==> config.mk <==
export PLATFORM = sky130hd
export DESIGN_NAME = char_lcd_nibble_command_expander_top
export DESIGN_NICKNAME = d
export VERILOG_FILES = /design/src/design/lcdnx_pkg.sv /design/src/design/lcdnx_front.sv /design/src/design/lcdnx_queue.sv /design/src/design/lcdnx_back.sv /design/src/design/char_lcd_nibble_command_expander_top.sv
export SDC_FILE = /design/constraint.sdc
export NUM_CORES = 1
export LEC_CHECK = 0
export BUFFER_PORTS_ARGS = -buffer_cell sky130_fd_sc_hd__buf_2
export CORE_MARGIN = 3
export CORE_UTILIZATION = 25
export DETAILED_ROUTE_END_ITERATION = 6
export REMOVE_ABC_BUFFERS = 1
export SLEW_MARGIN = 0
export SYNTH_ARGS = -nofsm -noshare
export SYNTH_HDL_FRONTEND = slang
export SYNTH_SLANG_ARGS = --single-unit
==> constraint.sdc <==
create_clock -name clock -period 2.3 [get_ports clock]
set_clock_uncertainty 0.2 [all_clocks]
set_input_delay 0.46 -clock clock [delete_from_list [all_inputs] [get_ports clock]]
set_output_delay 0.46 -clock clock [all_outputs]
set_load 0.02 [all_outputs]
==> src/design/lcdnx_pkg.sv <==
// ----------------------------------------------------------------------------
// lcdnx_pkg
// Shared types, constants and small tables for the 4-bit character LCD
// command expander.
// ----------------------------------------------------------------------------
`default_nettype none

package lcdnx_pkg;

   // Request type codes.
   localparam logic [2:0] REQ_INIT   = 3'd0;
   localparam logic [2:0] REQ_CLEAR  = 3'd1;
   localparam logic [2:0] REQ_WRITE  = 3'd2;
   localparam logic [2:0] REQ_CURSOR = 3'd3;
   localparam logic [2:0] REQ_RAW    = 3'd4;

   // Register indexes on the configuration port.
   localparam logic [1:0] CSR_POWER_UP = 2'd0;
   localparam logic [1:0] CSR_SETTLE   = 2'd1;
   localparam logic [1:0] CSR_CLEAR    = 2'd2;

   // Register reset values.
   localparam logic [15:0] POWER_UP_RESET = 16'd20000;
   localparam logic [7:0]  SETTLE_RESET   = 8'd37;
   localparam logic [15:0] CLEAR_RESET    = 16'd2000;

   // Fixed waits before the second and third wake-up nibbles.
   localparam logic [15:0] WAKE2_WAIT_US = 16'd5000;
   localparam logic [15:0] WAKE3_WAIT_US = 16'd100;
   localparam logic [15:0] WAIT_MAX      = 16'hFFFF;

   // Command bytes.
   localparam logic [7:0] CMD_CLEAR    = 8'h01;
   localparam logic [7:0] CMD_SET_DDRAM = 8'h80;

   // Last step index of the init and byte sequences.
   localparam int STEP_W       = 4;
   localparam logic [STEP_W-1:0] INIT_LAST_STEP = 4'd11;
   localparam logic [STEP_W-1:0] BYTE_LAST_STEP = 4'd1;

   // Default depth of the queue between front and back.
   localparam int QUEUE_DEPTH_DEFAULT = 2;

   // One classified job as handed from front to back.
   typedef struct packed {
      logic       is_init;
      logic       clr_extra;
      logic       rs;
      logic [7:0] data;
   } job_type;

   // One nibble transfer.
   typedef struct packed {
      logic [3:0]  nibble;
      logic        reg_select;
      logic [15:0] wait_before_us;
      logic [15:0] wait_after_us;
      logic        last;
   } rsp_type;

   // Nibbles of the init run: wake-up 3,3,3,2 then 0x28, 0x0C, 0x06, 0x01.
   function automatic logic [3:0] init_nibble(input logic [STEP_W-1:0] step);
      logic [3:0] nib;
      case (step)
         4'd0:    nib = 4'h3;
         4'd1:    nib = 4'h3;
         4'd2:    nib = 4'h3;
         4'd3:    nib = 4'h2;
         4'd4:    nib = 4'h2;
         4'd5:    nib = 4'h8;
         4'd6:    nib = 4'h0;
         4'd7:    nib = 4'hC;
         4'd8:    nib = 4'h0;
         4'd9:    nib = 4'h6;
         4'd10:   nib = 4'h0;
         4'd11:   nib = 4'h1;
         default: nib = 4'h0;
      endcase
      return nib;
   endfunction

   // Display RAM base address of each row.
   function automatic logic [6:0] row_base(input logic [1:0] row);
      logic [6:0] base;
      case (row)
         2'd0:    base = 7'h00;
         2'd1:    base = 7'h40;
         2'd2:    base = 7'h14;
         2'd3:    base = 7'h54;
         default: base = 7'h00;
      endcase
      return base;
   endfunction

endpackage

`default_nettype wire

==> src/design/lcdnx_front.sv <==
// ----------------------------------------------------------------------------
// lcdnx_front
// Classifies an accepted request into a job for the sequencer and drops
// unknown request types.
// ----------------------------------------------------------------------------
`default_nettype none

module lcdnx_front
   import lcdnx_pkg::*;
(
   input  wire logic       accept,
   input  wire logic [2:0] req_type,
   input  wire logic [7:0] req_byte_value,
   input  wire logic [1:0] req_row,
   input  wire logic [6:0] req_col,
   output logic            push,
   output job_type         job
);

   logic [6:0] cursor_addr;

   // Cursor address wraps within seven bits.
   assign cursor_addr = row_base(req_row) + req_col;

   // Decode the request type into a job.
   always_comb begin
      push = 1'b0;
      job  = '0;
      case (req_type)
         REQ_INIT: begin
            push          = accept;
            job.is_init   = 1'b1;
            job.clr_extra = 1'b1;
         end
         REQ_CLEAR: begin
            push          = accept;
            job.clr_extra = 1'b1;
            job.data      = CMD_CLEAR;
         end
         REQ_WRITE: begin
            push     = accept;
            job.rs   = 1'b1;
            job.data = req_byte_value;
         end
         REQ_CURSOR: begin
            push     = accept;
            job.data = CMD_SET_DDRAM | {1'b0, cursor_addr};
         end
         REQ_RAW: begin
            push     = accept;
            job.data = req_byte_value;
         end
         default: begin
            push = 1'b0;
         end
      endcase
   end

endmodule

`default_nettype wire

==> src/design/lcdnx_queue.sv <==
// ----------------------------------------------------------------------------
// lcdnx_queue
// Small first-in first-out queue of jobs between front and back.
// ----------------------------------------------------------------------------
`default_nettype none

module lcdnx_queue
   import lcdnx_pkg::*;
#(
   parameter int DEPTH = QUEUE_DEPTH_DEFAULT
)(
   input  wire logic    clock,
   input  wire logic    reset,
   input  wire logic    push,
   input  wire job_type push_job,
   input  wire logic    pop,
   output logic         not_empty,
   output logic         full,
   output job_type      head_job
);

   localparam int PTR_W = (DEPTH > 1) ? $clog2(DEPTH) : 1;
   localparam int CNT_W = $clog2(DEPTH + 1);
   localparam logic [PTR_W-1:0] PTR_LAST = PTR_W'(DEPTH - 1);
   localparam logic [CNT_W-1:0] CNT_FULL = CNT_W'(DEPTH);

   job_type            slot_ff [DEPTH];
   logic [PTR_W-1:0]   wr_ptr_ff, wr_ptr_in;
   logic [PTR_W-1:0]   rd_ptr_ff, rd_ptr_in;
   logic [CNT_W-1:0]   count_ff, count_in;

   assign not_empty = (count_ff != '0);
   assign full      = (count_ff == CNT_FULL);
   assign head_job  = slot_ff[rd_ptr_ff];

   // Pointer and fill count update.
   always_comb begin
      wr_ptr_in = wr_ptr_ff;
      rd_ptr_in = rd_ptr_ff;
      count_in  = count_ff;
      if (push) begin
         wr_ptr_in = (wr_ptr_ff == PTR_LAST) ? '0 : wr_ptr_ff + 1'b1;
      end
      if (pop) begin
         rd_ptr_in = (rd_ptr_ff == PTR_LAST) ? '0 : rd_ptr_ff + 1'b1;
      end
      if (push && !pop) begin
         count_in = count_ff + 1'b1;
      end else if (pop && !push) begin
         count_in = count_ff - 1'b1;
      end
   end

   always_ff @(posedge clock) begin
      if (reset) begin
         wr_ptr_ff <= '0;
         rd_ptr_ff <= '0;
         count_ff  <= '0;
      end else begin
         wr_ptr_ff <= wr_ptr_in;
         rd_ptr_ff <= rd_ptr_in;
         count_ff  <= count_in;
      end
   end

   // Job storage needs no reset.
   always_ff @(posedge clock) begin
      if (push) begin
         slot_ff[wr_ptr_ff] <= push_job;
      end
   end

endmodule

`default_nettype wire

==> src/design/lcdnx_back.sv <==
// ----------------------------------------------------------------------------
// lcdnx_back
// Sequencer that plays one job out as a run of nibble transfers, one per
// cycle, into a registered result.
// ----------------------------------------------------------------------------
`default_nettype none

module lcdnx_back
   import lcdnx_pkg::*;
(
   input  wire logic        clock,
   input  wire logic        reset,
   input  wire logic        q_not_empty,
   input  wire job_type     q_job,
   output logic             pop,
   input  wire logic [15:0] power_up_wait_us,
   input  wire logic [7:0]  settle_us,
   input  wire logic [15:0] clear_wait_us,
   output logic             rsp_valid,
   output rsp_type          rsp
);

   typedef enum logic {
      ST_IDLE,
      ST_RUN
   } state_type;

   state_type         state_ff, state_in;
   job_type           job_ff, job_in;
   logic [STEP_W-1:0] step_ff, step_in;
   logic              rsp_valid_ff;
   rsp_type           rsp_ff, rsp_in;
   logic              step_last;
   logic [16:0]       clear_sum;

   assign step_last = job_ff.is_init ? (step_ff == INIT_LAST_STEP)
                                     : (step_ff == BYTE_LAST_STEP);
   assign clear_sum = {9'd0, settle_us} + {1'b0, clear_wait_us};

   // Take the next job when idle or on the final step of the current one.
   assign pop = q_not_empty && ((state_ff == ST_IDLE) || step_last);

   // Build the transfer for the current step.
   always_comb begin
      rsp_in                = '0;
      rsp_in.reg_select     = job_ff.rs;
      rsp_in.last           = step_last;
      rsp_in.wait_after_us  = {8'd0, settle_us};
      if (job_ff.is_init) begin
         rsp_in.nibble = init_nibble(step_ff);
      end else if (step_ff == '0) begin
         rsp_in.nibble = job_ff.data[7:4];
      end else begin
         rsp_in.nibble = job_ff.data[3:0];
      end
      if (job_ff.is_init) begin
         case (step_ff)
            4'd0:    rsp_in.wait_before_us = power_up_wait_us;
            4'd1:    rsp_in.wait_before_us = WAKE2_WAIT_US;
            4'd2:    rsp_in.wait_before_us = WAKE3_WAIT_US;
            default: rsp_in.wait_before_us = '0;
         endcase
      end
      if (step_last && job_ff.clr_extra) begin
         rsp_in.wait_after_us = clear_sum[16] ? WAIT_MAX : clear_sum[15:0];
      end
   end

   // Next state of the sequencer.
   always_comb begin
      state_in = state_ff;
      job_in   = job_ff;
      step_in  = step_ff;
      if (pop) begin
         state_in = ST_RUN;
         job_in   = q_job;
         step_in  = '0;
      end else if (state_ff == ST_RUN) begin
         if (step_last) begin
            state_in = ST_IDLE;
         end else begin
            step_in = step_ff + 1'b1;
         end
      end
   end

   // State and registered result.
   always_ff @(posedge clock) begin
      if (reset) begin
         state_ff     <= ST_IDLE;
         rsp_valid_ff <= 1'b0;
      end else begin
         state_ff     <= state_in;
         rsp_valid_ff <= (state_ff == ST_RUN);
      end
      job_ff  <= job_in;
      step_ff <= step_in;
      rsp_ff  <= rsp_in;
   end

   assign rsp_valid = rsp_valid_ff;
   assign rsp       = rsp_ff;

endmodule

`default_nettype wire

==> src/design/char_lcd_nibble_command_expander_top.sv <==
// ----------------------------------------------------------------------------
// char_lcd_nibble_command_expander_top
// Expands LCD requests (init, clear, write, cursor move, raw command) into
// nibble transfers for a 4-bit character LCD bus.
//
//   Channel   Ports                  Handshake
//   request   start, busy, req_*     taken when start high and busy low
//   result    rsp_valid, rsp_*       one transfer per valid cycle, no back-pressure
//   config    psel..pready, paddr    APB write/read, pready tied high
//
// A byte request gives two transfers on back-to-back cycles; init gives
// twelve. A request passes the queue, then the sequencer state, then the
// result register. The sequencer emits one transfer per cycle and pops
// the next job on the last step. busy rises only while the queue is full.
// Reset is synchronous and presets the queue, sequencer and registers.
// ----------------------------------------------------------------------------
`default_nettype none

module char_lcd_nibble_command_expander_top
   import lcdnx_pkg::*;
#(
   parameter int QUEUE_DEPTH = QUEUE_DEPTH_DEFAULT
)(
   input  wire logic        clock,
   input  wire logic        reset,
   // Request channel.
   input  wire logic        start,
   output logic             busy,
   input  wire logic [2:0]  req_type,
   input  wire logic [7:0]  req_byte_value,
   input  wire logic [1:0]  req_row,
   input  wire logic [6:0]  req_col,
   // Result channel.
   output logic             rsp_valid,
   output logic [3:0]       rsp_nibble,
   output logic             rsp_reg_select,
   output logic [15:0]      rsp_wait_before_us,
   output logic [15:0]      rsp_wait_after_us,
   output logic             rsp_last,
   // Configuration port.
   input  wire logic        psel,
   input  wire logic        penable,
   input  wire logic        pwrite,
   input  wire logic [3:0]  paddr,
   input  wire logic [31:0] pwdata,
   output logic [31:0]      prdata,
   output logic             pready
);

   logic [15:0] power_up_ff;
   logic [7:0]  settle_ff;
   logic [15:0] clear_ff;
   logic        csr_write;
   logic        accept;
   logic        push;
   job_type     push_job;
   logic        pop;
   logic        q_not_empty;
   logic        q_full;
   job_type     head_job;
   rsp_type     rsp;

   // Configuration registers.
   assign pready    = 1'b1;
   assign csr_write = psel && penable && pwrite;

   always_ff @(posedge clock) begin
      if (reset) begin
         power_up_ff <= POWER_UP_RESET;
         settle_ff   <= SETTLE_RESET;
         clear_ff    <= CLEAR_RESET;
      end else if (csr_write) begin
         case (paddr[3:2])
            CSR_POWER_UP: power_up_ff <= pwdata[15:0];
            CSR_SETTLE:   settle_ff   <= pwdata[7:0];
            CSR_CLEAR:    clear_ff    <= pwdata[15:0];
            default:      ;
         endcase
      end
   end

   // Register read-back.
   always_comb begin
      case (paddr[3:2])
         CSR_POWER_UP: prdata = {16'd0, power_up_ff};
         CSR_SETTLE:   prdata = {24'd0, settle_ff};
         CSR_CLEAR:    prdata = {16'd0, clear_ff};
         default:      prdata = '0;
      endcase
   end

   // Request acceptance.
   assign busy   = q_full;
   assign accept = start && !busy;

   lcdnx_front u_front (
      .accept         (accept),
      .req_type       (req_type),
      .req_byte_value (req_byte_value),
      .req_row        (req_row),
      .req_col        (req_col),
      .push           (push),
      .job            (push_job)
   );

   lcdnx_queue #(
      .DEPTH (QUEUE_DEPTH)
   ) u_queue (
      .clock     (clock),
      .reset     (reset),
      .push      (push),
      .push_job  (push_job),
      .pop       (pop),
      .not_empty (q_not_empty),
      .full      (q_full),
      .head_job  (head_job)
   );

   lcdnx_back u_back (
      .clock            (clock),
      .reset            (reset),
      .q_not_empty      (q_not_empty),
      .q_job            (head_job),
      .pop              (pop),
      .power_up_wait_us (power_up_ff),
      .settle_us        (settle_ff),
      .clear_wait_us    (clear_ff),
      .rsp_valid        (rsp_valid),
      .rsp              (rsp)
   );

   assign rsp_nibble         = rsp.nibble;
   assign rsp_reg_select     = rsp.reg_select;
   assign rsp_wait_before_us = rsp.wait_before_us;
   assign rsp_wait_after_us  = rsp.wait_after_us;
   assign rsp_last           = rsp.last;

`ifndef SYNTH
   // A run of transfers is never broken by an idle cycle.
   a_run_contiguous: assert property (@(posedge clock) disable iff (reset)
      rsp_valid && !rsp_last |=> rsp_valid)
      else $error("transfer run interrupted before its last nibble");

   // The wait after enable never falls below the settle time.
   a_after_ge_settle: assert property (@(posedge clock) disable iff (reset)
      rsp_valid |-> rsp_wait_after_us >= {8'd0, settle_ff})
      else $error("wait after enable below settle time");

   // Only init wake-up nibbles carry a wait before; they go to the command
   // register.
   a_before_cmd: assert property (@(posedge clock) disable iff (reset)
      rsp_valid && rsp_wait_before_us != 16'd0 |-> !rsp_reg_select)
      else $error("wait before enable on a data transfer");
`endif

endmodule

`default_nettype wire
==> results of run 1 <==
==> synth_stat cells (2+ instances only) <==
master     count  area, µm²
edfxtp_1      33      991.0
nor2_1        42      157.7
or3_1          2      12.51
conb_1         2      7.510
a2111oi_0      5      43.79
nand2b_1       2      12.51
and2_1        12      75.07
dfxtp_1       92       1842
o22ai_1        2      12.51
xor2_1         7      61.31
nand2_1      112      420.4
mux2_2        12      135.1
a211o_1        2      17.52
nand3b_1      16      120.1
a21o_1         6      45.04
nor2b_1        3      18.77
a31oi_1       10      62.56
nand4_1        2      12.51
a21oi_1       52      260.3
or2_2          2      12.51
buf_1          2      7.510
nor3b_1        4      30.03
a211oi_1       2      15.01
ha_1          14      175.2
o211ai_1       2      15.01
o22a_1         2      17.52
nor3_1         9      45.04
clkbuf_1      25      93.84
nand3_1       18      90.09
mux2i_1       29      290.3
inv_1          8      30.03
buf_2          3      15.01
buf_4         17      127.6
and3_1         3      18.77
o21ai_0       27      135.1
xnor2_1       11      96.34
==> timing repair <==
| action | CTS | global route |
|---|---|---|
| buffers inserted | 5 | 1 |
| endpoints found under the setup margin | 13 | 19 |
| gates resized for setup | 13 | 24 |
| cloned | 0 | 0 |
| pin swaps | 7 | 8 |
| hold buffers | 0 | 0 |
==> critical path, cell delays in order (launching register included) <==
cell and delay (ns):
dfxtp_2 0.32, inv_2 0.07, ha_4 0.12, or4b_4 0.52
nand4_4 0.09, a21boi_4 0.19, inv_2 0.06, or4_4 0.51
a21oi_2 0.12
==> sequential cells by signal, indices dropped and copies added (netlist names), named ones only <==
signal	cells
u_back.job_ff	11
clear_ff	16
u_queue.count_ff	2
u_queue.rd_ptr_ff	1
u_back.rsp	38
u_back.step_ff	4
power_up_ff	16
u_back.rsp_valid	1
settle_ff	8
u_queue.wr_ptr_ff	1
u_back.state_ff	1
u_queue.slot_ff	22
==> power groups by stage <==
stage          Combinational (mW)  Sequential (mW)  Clock [mW]
4_1_cts                      1.99             2.86        2.63
3_3_place_gp                 1.85             2.89           0
6_report                     2.04             2.86        2.58
5_1_grt                      2.24             2.90        2.74
3_5_place_dp                 1.86             2.89           0
2_1_floorplan               0.905             3.07           0
==> cell type report <==
cell class | instances | area [µm²]
Clock buffer | 21 | 450.4
Clock inverter | 11 | 118.9
Fill cell | 2239 | 14500
Inverter | 9 | 33.78
Multi-Input combinational cell | 443 | 2798
Sequential cell | 125 | 2835
Tap cell | 280 | 350.3
Timing Repair Buffer | 165 | 1007
==> path summary, 6_finish.rpt <==
kind,start,endpoint,slack (ns),depth (start not counted)
max reg2reg,u_back.step_ff[1],register,0.03,8
min reg2reg,u_back.job_ff[8],u_back.rsp[33],0.15,0
max,u_back.step_ff[1],register,0.03,8
min,pwdata[9],clear_ff[9],0.07,3
==> per-stage QoR <==
stage                     utilization (%)  power (mW)  setup TNS, ns  cell area (µm²)  worst slack, ns
final                               34.37       7.483              0             7594          0.02750
after global routing                34.37       7.887        -0.1118             7594         -0.06295
after CTS                           33.92       7.484              0             7493         0.007502
after detailed placement            30.85       4.759        -0.5621             6817         -0.09161
after global placement              30.85       4.749        -0.4194             6817         -0.08912
after floorplan                         -       3.971         -3.337             5498          -0.4285
==> logic make-up (layout without fill, tap and decap cells) <==
kind of cell | after synthesis | after routing | synth area share (%)
and+or+nand+nor | 235 | 235 | 19.33
DFF | 125 | 125 | 49.78
AOI/OAI and AO/OA | 116 | 116 | 11.94
buffers and inverters | 57 | 206 | 4.969
muxes | 41 | 41 | 7.476
xor gates and xnor gates | 18 | 18 | 2.770
adders and majority gates | 16 | 16 | 3.606
other | 2 | 17 | 0.1320
==> metal layers <==
| metal | GRT usage, % | vias to the layer above |
|---|---|---|
| li1 | - | 2393 |
| met1 | 15.35 | 2214 |
| met2 | 21.24 | 155 |
| met3 | 3.153 | 23 |
| met4 | 4.419 | 0 |
| met5 | 0 | - |
==> impl_metrics.py, run 1 <==
metrics = {
    "run_status": {
        "run_status": "completed",
    },
    "global_route": {
        "total_routing_usage_gr_pct": 12.50,
        "antenna_violations_before_repair": 0,
        "grt_pass1_vias": 4632,
        "grt_start_max_net_pins": 47,
        "grt_first_pass_wirelength_um": 23920,
        "grt_remaining_overflow": 0,
    },
    "pwr": {
        "clkPwrFrac_pct": 34.5,
        "seqPwrFrac_pct": 38.3,
        "pwr-share-comb_pct": 27.3,
        "vdd.ir_drop.worst_mv": 0.4869,
        "p_sw_mw": 2.343,
        "sw_frac_of_total_pct": 31.31,
        "powerDensity_nw_per_um2": 985.5,
        "p_int_mw": 5.140,
        "cellLeakagePower_nw": 3.245,
    },
    "final_layout": {
        "area.growth.synth_to_final_pct": 33.44,
        "final_net_count": 838,
        "fraction_of_layout_cells_with_a_size_suffix_above_1_pct": 31.01,
        "most_common_cell_after_layout_fill_and_taps_aside": "nand2_1",
        "insertedDiodeCount": 0,
        "mostFrequentLayoutCells": "111 x nand2_1, 99 x buf_2, 90 x dfxtp_1",
        "fin_cells": 1054,
    },
    "drt": {
        "drt_iter0_drc": 235,
        "top_layer_used": "met4",
        "wl_met3_um": 911,
        "met1Wirelength_um": 6807,
        "antenna_violating_nets_remaining": 0,
        "drc": 0,
        "route.detailed.vias_per_inst": 4.540,
        "average_routed_wire_per_standard_cell_um": 14.58,
        "detailroute.wirelength.met2_um": 7387,
        "firstDrtPassIters": 4,
        "vias": 4785,
        "wirelength_um": 15360,
    },
    "sta": {
        "worst-slew-pin-transition_ns": 0.5282,
        "drv_slew": 0,
        "worst_hold_slack_ns": 0.06763,
        "final-setup-viol-count": 0,
        "timing.fmax_mhz": 440.0,
        "post-route-period-util_pct": 98.80,
        "timing.slew.headroom_pct": 64.74,
        "clock_period_minus_final_worst_setup_slack_ns": 2.273,
        "final-hold-violation-count": 0,
        "setup_repair_after_global_routing_missed_its_margin": "yes",
    },
    "logic_synthesis": {
        "synth.cell_area_um2": 5690,
        "ys_seq_elements": 125,
        "synth_warnings": 0,
        "ys.flop_type": "dfxtp_1",
        "synth_edf_count": 33,
        "sequential_fraction_of_the_synthesis_area_pct": 49.78,
        "ys_async_rst_share_pct": 0,
        "synthCells": 610,
        "syn-mean-instance-area_um2": 9.329,
        "synth_cell_type_count": 54,
    },
    "die": {
        "dieHeight_um": 156.9,
        "die_w_um": 156.9,
        "fp-row-count": 54,
        "coreArea_um2": 22090,
        "ioPinCount": 135,
        "floorplan.die_area_um2": 24610,
        "start_util_pct": 25.76,
    },
    "placement": {
        "gp_routability_congestion": 0.8932,
        "dpl.hpwl_um": 10990,
        "io_buffers": 99,
        "placed_cells": 1016,
    },
    "setup_path": {
        "critical_path_arrival_ns": 2.43,
        "criticalPathCategory": "reg -> reg",
        "crit_path_end_kind": "register",
        "worstSetupStartpointType": "register",
        "cp_max_fo": 5,
        "critical_path_required_ns": 2.45,
    },
    "clock_network": {
        "tritoncts": "done",
        "htree_num_levels": 4,
        "clockRootBuffer": "clkbuf_16",
        "clk_path_buf_depth": 2,
        "clk_pin_slew_ns": 0.06,
        "cts_num_sinks": 125,
        "clk-insertion-delay-late_ns": 0.42,
        "numCtsBuffers": 17,
    },
    "min_path": {
        "min-delay-path-class": "in -> reg",
    },
    "run": {
        "max_cap_violations": 0,
    },
}
Power figures use the tool's default switching activity.
==> run 2: changes to the inputs <==
--- a/config.mk
+++ b/config.mk
@@ -8,7 +8,9 @@
 export BUFFER_PORTS_ARGS = -buffer_cell sky130_fd_sc_hd__buf_2
 export CORE_MARGIN = 3
 export CORE_UTILIZATION = 25
+export CTS_CLUSTER_DIAMETER = 100
 export DETAILED_ROUTE_END_ITERATION = 6
+export GPL_TIMING_DRIVEN = 0
 export REMOVE_ABC_BUFFERS = 1
 export SLEW_MARGIN = 0
 export SYNTH_ARGS = -nofsm -noshare
==> run 2 against run 1 <==
  * The flow now finishes with violations (negative setup slack)
  * Sequential share of layout area rose by 0.72 points
  * Count of clock-buffer cells in the layout is 4 lower
  * Register-to-register slack worse by 0.03 ns
  * Largest power group is now the clock network
  * Sequential power rose by 1%
  * Cell area decreased by 1.7%
  * Core utilization is 0.59 points lower
==> impl_metrics.py, run 2 (synthesis results as in run 1) <==
metrics = {
    "drt": {
        "wirelength_um": 15110,
        "firstDrtPassIters": 5,
        "antenna_violating_nets_remaining": 0,
        "route.detailed.vias_per_inst": 4.558,
        "drt_iter0_drc": 297,
        "drc": 0,
        "vias": 4613,
        "average_routed_wire_per_standard_cell_um": 14.93,
    },
    "setup_path": {
        "crit_path_end_kind": "register",
        "worstSetupStartpointType": "register",
        "critical_path_arrival_ns": 2.46,
        "critical_path_required_ns": 2.46,
        "criticalPathCategory": "reg -> reg",
        "cp_max_fo": 5,
    },
    "final_layout": {
        "insertedDiodeCount": 0,
        "fin_cells": 1012,
        "multi_input_area_um2": 2895,
        "final-seq-area_um2": 2840,
        "final_net_count": 796,
        "mostFrequentLayoutCells": "110 x nand2_1, 97 x buf_2, 90 x dfxtp_1",
        "fraction_of_layout_cells_with_a_size_suffix_above_1_pct": 28.28,
        "n_fill_cell": 2199,
        "largest_reg_flops": 38,
        "most_common_cell_after_layout_fill_and_taps_aside": "nand2_1",
        "area.growth.synth_to_final_pct": 31.16,
    },
    "sta": {
        "setup_repair_after_global_routing_missed_its_margin": "yes",
        "postLayoutSetupSlackWorst_ns": -0.001338,
        "worst-slew-pin-transition_ns": 0.9284,
        "worst_hold_slack_ns": 0.07224,
        "timing.fmax_mhz": 434.5,
        "final-hold-violation-count": 0,
        "post-route-period-util_pct": 100.1,
        "timing.slew.headroom_pct": 38.11,
        "drv_slew": 0,
        "clock_period_minus_final_worst_setup_slack_ns": 2.301,
        "final-setup-viol-count": 1,
    },
    "clock_network": {
        "numCtsBuffers": 17,
        "clk_path_buf_depth": 2,
        "hold_buffer_count_at_cts": 0,
        "tritoncts": "done",
        "cts_num_sinks": 125,
        "clk_pin_slew_ns": 0.06,
        "htree_num_levels": 4,
        "clk-insertion-delay-late_ns": 0.42,
        "clockRootBuffer": "clkbuf_16",
    },
    "global_route": {
        "total_routing_usage_gr_pct": 12.23,
        "grt_start_max_net_pins": 47,
        "grt_remaining_overflow": 0,
        "grt_pass1_vias": 4389,
        "antenna_violations_before_repair": 0,
        "grt_first_pass_wirelength_um": 23340,
    },
    "placement": {
        "io_buffers": 99,
        "placed_cells": 958,
        "dpl.hpwl_um": 10100,
        "gp_routability_congestion": 0.8446,
        "place_ws_ns": -0.9136,
    },
    "die": {
        "coreArea_um2": 22090,
        "start_util_pct": 25.76,
        "floorplan.die_area_um2": 24610,
        "fp-row-count": 54,
        "ioPinCount": 135,
        "die_w_um": 156.9,
        "dieHeight_um": 156.9,
    },
    "run_status": {
        "violations": "negative setup slack",
        "run_status": "finished, violations left",
    },
    "pwr": {
        "cellLeakagePower_nw": 3.087,
        "powerDensity_nw_per_um2": 1042,
        "power.total_mw": 7.778,
        "vdd.ir_drop.worst_mv": 0.5062,
    },
    "run": {
        "max_cap_violations": 0,
    },
    "min_path": {
        "min-delay-path-class": "in -> reg",
    },
}
run 2: per-stage QoR:
step	util [%]	cell area (µm²)	TNS, ns
floorplan	-	5498	-3.337
global placement	28.71	6344	-58.30
detailed placement	28.89	6384	-33.47
CTS	33.02	7296	-0.01123
global route	33.78	7463	-0.2310
finish	33.78	7463	-0.001338
run 2: area by class of cell:
| class | count | share of cell area [%] |
|---|---|---|
| inverters | 9 | 0.5365 |
| clock inverters | 15 | 2.951 |
| multi-input cells | 444 | 38.79 |
| well taps | 280 | 4.694 |
| flip-flops and latches | 125 | 38.06 |
| repair buffers | 122 | 9.271 |
| clock buffers | 17 | 5.700 |
run 2: path summary, 6_finish.rpt:
path              cells after the start         startpoint        endpoint  slack (ns)
setup reg to reg                      8  u_back.step_ff[1]        register      -0.001
setup / recovery                      8  u_back.step_ff[1]        register      -0.001
hold / removal                        3          pwdata[9]     clear_ff[9]        0.07
hold reg to reg                       0   u_back.job_ff[8]  u_back.rsp[33]        0.14
run 2: what timing repair did:
item,CTS,global route
resized for setup,30,29
pin swaps,4,6
endpoints found under the setup margin,57,26
gates cloned,0,1
buffers inserted,17,4
run 2: metal layers:
| layer | track usage, % | wire (µm) |
|---|---|---|
| met1 | 15.25 | 6458 |
| met2 | 20.77 | 7501 |
| met3 | 2.793 | 992 |
| met4 | 4.210 | 155 |
| met5 | 0 | 0 |
run 2: worst max-delay path, stage by stage, from the launching register on:
cell	delay (ns)
dfxtp_4	0.36
inv_4	0.06
ha_4	0.12
or4b_4	0.53
nand4_4	0.10
a21boi_4	0.19
inv_2	0.06
or4_1	0.49
a21oi_1	0.13
run 2: power by group:
part,switching (mW),internal [mW],leakage [nW]
sequential,0.223,2.68,1.06
combinational,1.16,0.815,1.72
clock,0.989,1.92,0.305
==> run 3: changes to the inputs <==
--- a/config.mk
+++ b/config.mk
@@ -5,11 +5,11 @@
 export SDC_FILE = /design/constraint.sdc
 export NUM_CORES = 1
 export LEC_CHECK = 0
-export BUFFER_PORTS_ARGS = -buffer_cell sky130_fd_sc_hd__buf_2
 export CORE_MARGIN = 3
 export CORE_UTILIZATION = 25
 export CTS_CLUSTER_DIAMETER = 100
 export DETAILED_ROUTE_END_ITERATION = 6
+export DONT_BUFFER_PORTS = 1
 export GPL_TIMING_DRIVEN = 0
 export REMOVE_ABC_BUFFERS = 1
 export SLEW_MARGIN = 0
==> run 3 against run 2 <==
  * The flow now finishes without violations
  * Sequential share of layout area up 2.1 points
  * First-iteration DRC count is 18% higher
  * Cell area down 5.1%
  * Routed wire length decreased by 2.5%
  * Highest routed layer unchanged
  * Via count down 6.0%
  * Total power shrank 4.8%
  * Largest cell class unchanged
  * Critical path depth did not move
==> impl_metrics.py, run 3 (synthesis results as in run 1) <==
metrics = {
    "global_route": {
        "total_routing_usage_gr_pct": 11.81,
        "grt_pass1_vias": 4141,
        "grt_first_pass_wirelength_um": 22400,
        "grt_remaining_overflow": 0,
        "grt_start_max_net_pins": 47,
        "antenna_violations_before_repair": 0,
    },
    "setup_path": {
        "critical_path_arrival_ns": 2.42,
        "worstSetupStartpointType": "register",
        "critPathSlowestCell": "or4b_4",
        "cp.buffers_inverters": 2,
        "criticalPathCategory": "reg -> reg",
        "crit_path_end_kind": "register",
        "critical_path_required_ns": 2.45,
        "critical-path-max-stage-delay_ns": 0.53,
        "worst_path_dominant_cell_family": "simple AND/OR/NAND/NOR gates",
        "cp_max_fo": 5,
        "critical_path.cell_chain": "inv_4 -> ha_4 -> or4b_4 -> nand4_4 -> a21boi_4 -> inv_2 -> or4_1 -> a21oi_1",
    },
    "pwr": {
        "cellLeakagePower_nw": 2.691,
        "powerDensity_nw_per_um2": 1045,
        "vdd.ir_drop.worst_mv": 0.4280,
    },
    "die": {
        "fp-row-count": 54,
        "dieHeight_um": 156.9,
        "die_w_um": 156.9,
        "coreArea_um2": 22090,
        "ioPinCount": 135,
        "start_util_pct": 25.76,
        "floorplan.die_area_um2": 24610,
    },
    "sta": {
        "final-setup-viol-count": 0,
        "timing.slew.headroom_pct": 44.72,
        "worst-slew-pin-transition_ns": 0.8206,
        "drv_slew": 0,
        "setup_repair_after_global_routing_missed_its_margin": "yes",
        "clock_period_minus_final_worst_setup_slack_ns": 2.273,
        "final-hold-violation-count": 0,
        "postLayoutSetupSlackWorst_ns": 0.02739,
        "timing.fmax_mhz": 440.0,
        "post-route-period-util_pct": 98.81,
    },
    "clock_network": {
        "cts_num_sinks": 125,
        "clk_pin_slew_ns": 0.06,
        "clk_path_buf_depth": 2,
        "clockRootBuffer": "clkbuf_16",
        "clk-insertion-delay-late_ns": 0.42,
        "numCtsBuffers": 17,
        "tritoncts": "done",
        "htree_num_levels": 4,
    },
    "final_layout": {
        "largest_reg_flops": 38,
        "insertedDiodeCount": 0,
        "final_core_util_pct": 32.05,
        "mostFrequentLayoutCells": "110 x nand2_1, 87 x dfxtp_1, 51 x a21oi_1",
        "most_common_cell_after_layout_fill_and_taps_aside": "nand2_1",
        "fraction_of_layout_cells_with_a_size_suffix_above_1_pct": 17.16,
        "final_net_count": 711,
        "area.growth.synth_to_final_pct": 24.45,
        "n_fill_cell": 2245,
    },
    "placement": {
        "place_ws_ns": -0.6964,
        "io_buffers": 0,
        "gp_routability_congestion": 0.8115,
        "dpl.hpwl_um": 9948,
    },
    "drt": {
        "firstDrtPassIters": 5,
        "average_routed_wire_per_standard_cell_um": 15.89,
        "wirelength_um": 14730,
        "antenna_violating_nets_remaining": 0,
        "drc": 0,
        "route.detailed.vias_per_inst": 4.680,
        "drt_iter0_drc": 350,
        "vias": 4338,
    },
    "run_status": {
        "run_status": "completed",
    },
    "min_path": {
        "min-delay-path-class": "in -> reg",
    },
    "run": {
        "max_cap_violations": 0,
    },
}
run 3: cell count changes in the layout (fill, tap and decap cells not counted), sizes merged:
cell         change
buf            -101
bufinv           -2
clkinvlp         -1
dlygate4sd3     +17
inv              +3
nor2b            -1
run 3: cell type report:
type	instances	area [µm²]	share of cell area, %
Multi-Input combinational cell	443	2877	40.62
Clock inverter	15	187.7	2.650
Timing Repair Buffer	38	355.3	5.018
Tap cell	280	350.3	4.947
Sequential cell	125	2846	40.19
Clock buffer	17	425.4	6.007
Inverter	9	40.04	0.5654
run 3: worst paths after layout:
check / cells past startpoint / endpoint / start / slack [ns]
worst max-delay path: 8 / register / u_back.step_ff[1] / 0.03
worst min-delay path: 2 / settle_ff[0] / paddr[2] / 0.02
worst max register to register: 8 / register / u_back.step_ff[1] / 0.03
worst min register to register: 0 / u_back.rsp[33] / u_back.job_ff[8] / 0.14
run 3: timing repair:
| action | in CTS | in global routing |
|---|---|---|
| buffers inserted | 15 | 4 |
| pin swaps | 5 | 13 |
| endpoints found under the setup margin | 35 | 52 |
| resized for setup | 28 | 36 |
| endpoints found under the hold margin | 46 | 0 |
| hold buffers | 18 | 0 |
run 3: worst reg2reg max path: stages (launching register included):
cell      delay, ns
dfxtp_4        0.35
inv_4          0.06
ha_4           0.12
or4b_4         0.53
nand4_4        0.10
a21boi_4       0.19
inv_2          0.05
or4_1          0.50
a21oi_1        0.13
run 3: metrics by stage:
step	TNS (ns)	instances	hold slack (ns)	power (mW)	area (µm²)
6_report	0	927	0.02273	7.402	7082
5_1_grt	-0.1670	927	0.01028	7.765	7082
4_1_cts	0	924	0.001035	7.425	6938
3_5_place_dp	-17.11	859	0.1304	4.342	5888
3_3_place_gp	-41.04	857	0.1309	4.327	5848
2_1_floorplan	-3.337	577	0.1233	3.971	5498
run 3: metal layers:
metal / share of wire, % / GRT usage [%] / vias to the layer above
met5: 0 / 0 / -
met2: 49 / 19.83 / 170
met1: 43 / 14.86 / 2011
met3: 7.7 / 3.346 / 8
met4: 0.62 / 3.251 / 0
li1: - / - / 2149
run 3: power breakdown:
part / switching, mW / internal (mW) / total [mW]
sequential: 0.432 / 2.68 / 3.11
combinational: 0.872 / 0.647 / 1.52
clock: 1.05 / 1.72 / 2.78
